**src/rtl/sagu_pkg.sv**
```systemverilog
// ----------------------------------------------------------------------------
// sagu_pkg
// Shared types and constants for the step sequenced audio gate.
// ----------------------------------------------------------------------------
package sagu_pkg;

  localparam int STEP_COUNT  = 32;
  localparam int STEP_W      = $clog2(STEP_COUNT);
  localparam int SAMPLE_BITS = 24;

  localparam int COUNT_W    = 20;
  localparam int PATTERN_W  = 32;
  localparam int PAT_IDX_W  = $clog2(PATTERN_W);
  localparam int ENV_W      = 17;
  localparam int CFG_DATA_W = 32;
  localparam int CFG_ADDR_W = 2;
  localparam int TDATA_W    = ((2 * SAMPLE_BITS + 7) / 8) * 8;

  localparam logic [ENV_W-1:0] Q_ONE = ENV_W'(65536);

  localparam logic [CFG_ADDR_W-1:0] REG_STEP_SAMPLES  = 2'd0;
  localparam logic [CFG_ADDR_W-1:0] REG_STEP_PATTERN  = 2'd1;
  localparam logic [CFG_ADDR_W-1:0] REG_SMOOTH_FACTOR = 2'd2;

  typedef struct packed {
    logic [COUNT_W-1:0]   step_samples;
    logic [PATTERN_W-1:0] step_pattern;
    logic [ENV_W-1:0]     smooth_factor;
  } cfg_t;

  // stage between the sequencer and the channel lanes
  typedef struct packed {
    logic                          valid;
    logic [ENV_W-1:0]              env;
    logic signed [SAMPLE_BITS-1:0] left;
    logic signed [SAMPLE_BITS-1:0] right;
  } stage_t;

endpackage

```
**src/rtl/sagu_seq.sv**
```systemverilog
// ----------------------------------------------------------------------------
// sagu_seq
// Step counter, restart edge detect and one-pole envelope smoother.
// Holds the first pipeline register (envelope plus the request's samples).
// ----------------------------------------------------------------------------
module sagu_seq (
  input  logic                                   clk,
  input  logic                                   rst,
  input  sagu_pkg::cfg_t                         cfg,
  input  logic                                   in_valid,
  output logic                                   in_ready,
  input  logic signed [sagu_pkg::SAMPLE_BITS-1:0] left_in,
  input  logic signed [sagu_pkg::SAMPLE_BITS-1:0] right_in,
  input  logic                                   restart,
  input  logic                                   down_ready,
  output sagu_pkg::stage_t                       stage
);
  import sagu_pkg::*;

  logic [COUNT_W-1:0]          sample_count;
  logic [STEP_W-1:0]           step_index;
  logic [ENV_W-1:0]            envelope;
  logic                        last_restart;

  logic [COUNT_W-1:0]          sample_count_next;
  logic [STEP_W-1:0]           step_index_next;
  logic [ENV_W-1:0]            envelope_next;

  logic                        accept;
  logic                        rise;
  logic [COUNT_W-1:0]          len;
  logic [COUNT_W-1:0]          cnt_base;
  logic [COUNT_W-1:0]          cnt_inc;
  logic [STEP_W-1:0]           idx_base;
  logic [STEP_W+PAT_IDX_W-1:0] idx_ext;
  logic                        gate_on;
  logic [ENV_W-1:0]            f;
  logic [ENV_W-1:0]            one_minus_f;
  logic [2*ENV_W-1:0]          prod;
  logic [ENV_W+1:0]            env_sum;

  assign in_ready = !stage.valid || down_ready;
  assign accept   = in_valid && in_ready;
  assign rise     = restart && !last_restart;

  // step counter; zero length behaves as one
  always_comb begin
    len      = (cfg.step_samples == '0) ? COUNT_W'(1) : cfg.step_samples;
    cnt_base = rise ? '0 : sample_count;
    idx_base = rise ? '0 : step_index;
    cnt_inc  = cnt_base + COUNT_W'(1);
    if (cnt_inc >= len) begin
      sample_count_next = '0;
      step_index_next   = (idx_base == STEP_W'(STEP_COUNT - 1)) ? '0
                                                                : idx_base + STEP_W'(1);
    end else begin
      sample_count_next = cnt_inc;
      step_index_next   = idx_base;
    end
  end

  // steps past the pattern width read as gate off
  always_comb begin
    idx_ext = (STEP_W+PAT_IDX_W)'(step_index_next);
    gate_on = (idx_ext < (STEP_W+PAT_IDX_W)'(PATTERN_W)) &&
              cfg.step_pattern[idx_ext[PAT_IDX_W-1:0]];
  end

  // env = (env*(1-f) + gate*f*1.0) >> 16; f*1.0 has no low bits
  always_comb begin
    f             = (cfg.smooth_factor > Q_ONE) ? Q_ONE : cfg.smooth_factor;
    one_minus_f   = Q_ONE - f;
    prod          = (2*ENV_W)'(envelope) * (2*ENV_W)'(one_minus_f);
    env_sum       = (ENV_W+2)'(prod[2*ENV_W-1:16]) + (gate_on ? (ENV_W+2)'(f) : '0);
    envelope_next = (env_sum > (ENV_W+2)'(Q_ONE)) ? Q_ONE : env_sum[ENV_W-1:0];
  end

  always_ff @(posedge clk) begin
    if (rst) begin
      sample_count <= '0;
      step_index   <= '0;
      envelope     <= '0;
      last_restart <= 1'b0;
      stage.valid  <= 1'b0;
    end else begin
      if (accept) begin
        sample_count <= sample_count_next;
        step_index   <= step_index_next;
        envelope     <= envelope_next;
        last_restart <= restart;
        stage.valid  <= 1'b1;
        stage.env    <= envelope_next;
        stage.left   <= left_in;
        stage.right  <= right_in;
      end else if (down_ready) begin
        stage.valid  <= 1'b0;
      end
    end
  end

endmodule

```
**src/rtl/sagu_lane.sv**
```systemverilog
// ----------------------------------------------------------------------------
// sagu_lane
// One channel lane: sample times Q16 envelope, low 16 bits dropped.
// ----------------------------------------------------------------------------
module sagu_lane (
  input  logic signed [sagu_pkg::SAMPLE_BITS-1:0] sample,
  input  logic [sagu_pkg::ENV_W-1:0]              env,
  output logic signed [sagu_pkg::SAMPLE_BITS-1:0] gated
);
  import sagu_pkg::*;

  logic signed [SAMPLE_BITS+ENV_W:0] prod;

  // arithmetic shift floors toward minus infinity
  assign prod  = (SAMPLE_BITS+ENV_W+1)'(sample) *
                 (SAMPLE_BITS+ENV_W+1)'($signed({1'b0, env}));
  assign gated = prod[SAMPLE_BITS+15:16];

endmodule

```
**src/rtl/sagu_merge.sv**
```systemverilog
// ----------------------------------------------------------------------------
// sagu_merge
// Joins both lane results into the output register of the result stream.
// ----------------------------------------------------------------------------
module sagu_merge (
  input  logic                                   clk,
  input  logic                                   rst,
  input  logic                                   in_valid,
  output logic                                   in_ready,
  input  logic signed [sagu_pkg::SAMPLE_BITS-1:0] left_gated,
  input  logic signed [sagu_pkg::SAMPLE_BITS-1:0] right_gated,
  output logic                                   out_valid,
  input  logic                                   out_ready,
  output logic [sagu_pkg::TDATA_W-1:0]           out_data
);
  import sagu_pkg::*;

  assign in_ready = !out_valid || out_ready;

  always_ff @(posedge clk) begin
    if (rst) begin
      out_valid <= 1'b0;
    end else if (in_ready) begin
      out_valid <= in_valid;
    end
  end

  always_ff @(posedge clk) begin
    if (in_ready && in_valid) begin
      out_data <= TDATA_W'({right_gated, left_gated});
    end
  end

endmodule

```
**src/rtl/step_sequenced_audio_gate_unit.sv**
```systemverilog
// ----------------------------------------------------------------------------
// step_sequenced_audio_gate_unit
// Stereo gate driven by a 32-step on/off pattern with a smoothed envelope.
// ----------------------------------------------------------------------------
//
// Channel   Dir  Payload                                  Handshake
// s_*       in   tdata: left_in, right_in; tuser: restart tvalid/tready
// m_*       out  tdata: left_out, right_out               tvalid/tready
// cfg_*     in   addr 0 step_samples, 1 step_pattern,     cfg_we, no wait
//                2 smooth_factor
//
// Pipeline: an accepted request is registered in the stage one register and moves
// on to the output register, which raises m_tvalid, once that register is free;
// one request per cycle is sustained while m_tready stays high. Stage one is the
// envelope multiply in the sequencer, stage two the per-channel lane multiplies
// into the output reg.
// Reset: synchronous rst clears counter, step, envelope, restart history and
// both valid flags; config returns to 7200 / all ones / 1.0.
// Stalls: with m_tready low both stages fill, then s_tready drops.
// ----------------------------------------------------------------------------
module step_sequenced_audio_gate_unit (
  input  logic                                clk,
  input  logic                                rst,
  // stream in
  input  logic                                s_tvalid,
  output logic                                s_tready,
  input  logic [sagu_pkg::TDATA_W-1:0]        s_tdata,   // [23:0] left_in, [47:24] right_in
  input  logic                                s_tuser,   // [0] restart
  // stream out
  output logic                                m_tvalid,
  input  logic                                m_tready,
  output logic [sagu_pkg::TDATA_W-1:0]        m_tdata,   // [23:0] left_out, [47:24] right_out
  // register writes
  input  logic                                cfg_we,
  input  logic [sagu_pkg::CFG_ADDR_W-1:0]     cfg_addr,
  input  logic [sagu_pkg::CFG_DATA_W-1:0]     cfg_data
);
  import sagu_pkg::*;

  cfg_t                          cfg;
  stage_t                        stage;
  logic                          merge_ready;
  logic signed [SAMPLE_BITS-1:0] left_gated;
  logic signed [SAMPLE_BITS-1:0] right_gated;

  // config registers; unknown indexes are dropped
  always_ff @(posedge clk) begin
    if (rst) begin
      cfg.step_samples  <= COUNT_W'(7200);
      cfg.step_pattern  <= '1;
      cfg.smooth_factor <= Q_ONE;
    end else if (cfg_we) begin
      case (cfg_addr)
        REG_STEP_SAMPLES:  cfg.step_samples  <= cfg_data[COUNT_W-1:0];
        REG_STEP_PATTERN:  cfg.step_pattern  <= cfg_data[PATTERN_W-1:0];
        REG_SMOOTH_FACTOR: cfg.smooth_factor <= cfg_data[ENV_W-1:0];
        default: ;
      endcase
    end
  end

  // sequencer and envelope (stage one)
  sagu_seq u_seq (
    .clk        (clk),
    .rst        (rst),
    .cfg        (cfg),
    .in_valid   (s_tvalid),
    .in_ready   (s_tready),
    .left_in    (s_tdata[SAMPLE_BITS-1:0]),
    .right_in   (s_tdata[2*SAMPLE_BITS-1:SAMPLE_BITS]),
    .restart    (s_tuser),
    .down_ready (merge_ready),
    .stage      (stage)
  );

  // one lane per channel
  sagu_lane u_lane_left (
    .sample (stage.left),
    .env    (stage.env),
    .gated  (left_gated)
  );

  sagu_lane u_lane_right (
    .sample (stage.right),
    .env    (stage.env),
    .gated  (right_gated)
  );

  // merge and output register (stage two)
  sagu_merge u_merge (
    .clk         (clk),
    .rst         (rst),
    .in_valid    (stage.valid),
    .in_ready    (merge_ready),
    .left_gated  (left_gated),
    .right_gated (right_gated),
    .out_valid   (m_tvalid),
    .out_ready   (m_tready),
    .out_data    (m_tdata)
  );

  // envelope stays within unity gain
  assert property (@(posedge clk) disable iff (rst) !stage.valid || stage.env <= Q_ONE)
    else $error("envelope above unity");

  // back pressure only when both stages hold a request
  assert property (@(posedge clk) disable iff (rst) !s_tready |-> (stage.valid && m_tvalid))
    else $error("input stalled with a free stage");

  // an accepted request lands in stage one
  assert property (@(posedge clk) disable iff (rst) (s_tvalid && s_tready) |=> stage.valid)
    else $error("accepted request lost");

endmodule
```
**config.mk**
```make
export PLATFORM = sky130hd
export DESIGN_NAME = step_sequenced_audio_gate_unit
export DESIGN_NICKNAME = d
export VERILOG_FILES = /design/src/rtl/sagu_pkg.sv /design/src/rtl/sagu_seq.sv /design/src/rtl/sagu_lane.sv /design/src/rtl/sagu_merge.sv /design/src/rtl/step_sequenced_audio_gate_unit.sv
export SDC_FILE = /design/constraint.sdc
export NUM_CORES = 2
export LEC_CHECK = 0
export BUFFER_PORTS_ARGS = -buffer_cell sky130_fd_sc_hd__buf_2
export CORE_MARGIN = 5
export CORE_UTILIZATION = 45
export CTS_BUF_LIST = sky130_fd_sc_hd__clkbuf_2
export CTS_CLUSTER_DIAMETER = 60
export DETAILED_ROUTE_END_ITERATION = 12
export PLACE_DENSITY = 0.67
export SLEW_MARGIN = 20
export SYNTH_ARGS = -nofsm -noshare
export SYNTH_HDL_FRONTEND = slang
export SYNTH_SLANG_ARGS = --single-unit
```
**constraint.sdc**
```tcl
create_clock -name clk -period 14.3 [get_ports clk]
set_clock_uncertainty 0.15 [all_clocks]
set_input_delay 2.86 -clock clk [delete_from_list [all_inputs] [get_ports clk]]
set_output_delay 2.86 -clock clk [all_outputs]
set_load 0.005 [all_outputs]
```
==> results_dict.tcl <==
set metrics [dict create \
    ys_types 81 \
    drt-initial-drc-count 1963 \
    hold_class "reg -> reg" \
    slew_headroom_pct 26.7 \
    status "finished, final reports clean" \
    ant_nets 0 \
    peakVddDrop_v 0.000238 \
    worst_path_most_repeated_cell "fa_1" \
    via_per_inst 5.20 \
    rows 118 \
    post-route-min-period_ns 11.73 \
    synth-async-reset-ratio_pct 0 \
    cp.depth 38 \
    io_buffer_count 137 \
    avgSynthCellArea_um2 9.11 \
    synthesis.area_um2 46800 \
    wl_um 118000 \
    cts_resized 0 \
    synth_area_leaders "fa_1, inv_1, ha_1" \
    fin_setup_tns_ns 0 \
    yosysTopAreaCell "fa_1" \
    rsz0062_at_grt "false" \
    die_area_um2 110000 \
    yosysTopAreaCellShare_pct 42.7 \
    dp_hpwl_um 87000 \
    endpoint "u_seq.envelope[1]" \
    grt_pass1_vias 36900 \
    dieHeight_um 332 \
    ys_seq_area_share_pct 12.1 \
    ys_seq_elements 227 \
    total_power_w 0.00935 \
    synth_ff_type "dfxtp_1" \
    cap_violations 0 \
    seqCellArea_um2 5680 \
    overflow 0 \
    synthCells 5130 \
    cts-root-buf "clkbuf_2" \
    antenna_found_initial 3 \
    synthesis.nets 6550 \
    power.leakage_nw 24.5 \
    timing.rr.start "cfg[16]" \
    final-setup-viol-count 0 \
    r2r_end "u_seq.envelope[1]" \
    fill_cells 9919 \
    numCtsBuffers 69 \
    ff2ff_path_depth 38 \
    grt_max_degree 76 \
    crit_path_start_kind "flop" \
    cellPowerDensity_nw_per_um2 190 \
    layout_common_cells "inv_1, fa_1, nand2_1" \
    synth_edf_count 113 \
    final_layout_size_suffix_gt1_share_pct 6.42 \
    rrSetupSlack_ns 2.57 \
    cts_tree "built" \
    cts_sinks 227 \
    synthToLayoutAreaGrowth_pct 5.50 \
    worstPathMaxFanout 32 \
    drtPass1Iterations 5 \
    slowest_delay_ns 0.86 \
    finalCritPeriodShare_pct 82.1 \
    post-cts-setup-buffer-count 0 \
    required_ns 15.20 \
    worstSetupStartpoint "cfg[16]" \
    final_common_cell "inv_1" \
    die_w_um 332 \
    wl_per_cell_um 17.9 \
    grt_pass1_wl_um 195000 \
    vias 34200 \
    coreArea_um2 103000 \
    initial_core_util_pct 45.2 \
    tightest_slew_ns 1.10 \
    clk_latency_ns 1.21 \
    hold_buffers 0 \
    multi_input_area_um2 35900 \
    hold_violations 0 \
    path_buf_inv 4 \
    setup.worst_path.class "reg -> reg" \
    grt_usage_pct 22.0 \
    htreeDepth 3 \
    end_kind "flop" \
    clock.fmax_mhz 85.2 \
    cp_data_arrival_time_ns 12.63 \
    fin_nets 6573 \
    drcViolationCount 0 \
    path_delay_family "compound AO/OA/AOI/OAI gates" \
    yosys_warnings 0 \
    slew_viol_final 0 \
    cp_slowest_cell "o22a_1" \
    ctsLongestPathBuffers 3 \
    path_clk_slew_ns 0.09 \
    ioPinCount 138 \
    routabilityCongestion 0.865 \
]
==> tightest hold or removal path: cells and delay by family (launching register included) <==
family | cells | cell delay [ns]
compound gates | 1 | 0.05
simple gates | 1 | 0.05
flops | 1 | 0.32
==> registers in the layout, summed over array words and instances (netlist names) <==
signal and flops:
u_seq.stage 66, u_seq.step_index 5, cfg 69, u_merge.out_valid 1
u_merge.out_data 48, u_seq.last_restart 1, u_seq.sample_count 20, u_seq.envelope 17
==> stage by stage <==
step	cell area (µm²)	util [%]	hold slack [ns]	setup slack (ns)	instances
CTS	49300	47.7	0.323	2.41	6584
detailed placement	48700	47.1	0.311	2.43	6462
finish	49300	47.7	0.320	2.57	6590
global placement	48700	47.1	0.299	2.77	6462
global route	49300	47.7	0.352	1.69	6587
floorplan	46800	-	0.286	4.26	5130
==> synthesized netlist by cell type (3+ instances only) <==
cell type  count
inv_1       1133
nor3_1        26
a21boi_0       3
a31oi_1       11
dfxtp_1      114
nand4_1       17
a22oi_1       11
o21bai_1       8
o21ai_0       41
buf_2          4
a2111oi_0      3
nand2b_1      21
o31ai_1       13
o221ai_1       3
o21a_1        15
mux2i_1        6
nor4_1         9
nor2_1       137
o31ai_2        6
xor2_1        43
a211oi_1      13
a21o_1        41
nand3b_1      53
and4_1         5
ha_1         335
and2_1       430
o22a_1         3
nor3b_1        7
buf_1         11
nand2_1      887
a211o_1       12
a221oi_1       7
o41ai_1        3
clkbuf_1     215
or3_1          9
xnor2_1       78
a21oi_1      133
nand3_1       43
and3_1        23
edfxtp_1     113
o211ai_1       7
fa_1         997
nor2b_1       32
==> cell type report <==
type / instances / area share [%]
Antenna cell: 6 / 0.0304
Clock buffer: 100 / 1.01
Clock inverter: 22 / 0.304
Inverter: 1134 / 8.63
Multi-Input combinational cell: 3535 / 72.9
Sequential cell: 227 / 11.5
Tap cell: 1380 / 3.50
Timing Repair Buffer: 186 / 2.14
==> per-layer routing <==
layer / up-vias / routed length [µm] / GRT usage (%)
li1: 15400 / - / -
met1: 17500 / 47400 / 28.0
met2: 1062 / 58800 / 37.9
met3: 261 / 7040 / 3.53
met4: 2 / 4610 / 8.20
met5: - / 10 / 0
==> power breakdown <==
| group | switching (W) | internal (W) |
|---|---|---|
| sequential | 0.0000692 | 0.00121 |
| clock | 0.000338 | 0.000214 |
| combinational | 0.00423 | 0.00329 |
==> worst min-delay path by stage <==
stage	from	end	slack, ns	depth (start not counted)
after global routing	u_seq.last_restart	u_seq.last_restart	0.35	2
final	u_seq.last_restart	u_seq.last_restart	0.32	2
after detailed placement	u_seq.last_restart	u_seq.last_restart	0.31	2
after global placement	cfg[49]	cfg[49]	0.30	2
after floorplan	cfg[23]	cfg[23]	0.29	2
after CTS	u_seq.last_restart	u_seq.last_restart	0.32	2
==> cells by family after synthesis <==
group,synth area share (%)
XOR/XNOR,2.34
buffers and inverters,11.0
multiplexers,0.225
flip-flops,12.1
AND/OR/NAND/NOR,17.6
AO/OA/AOI/OAI,5.06
adder cells (fa/ha/maj),51.7
Power figures use the tool's default switching activity.
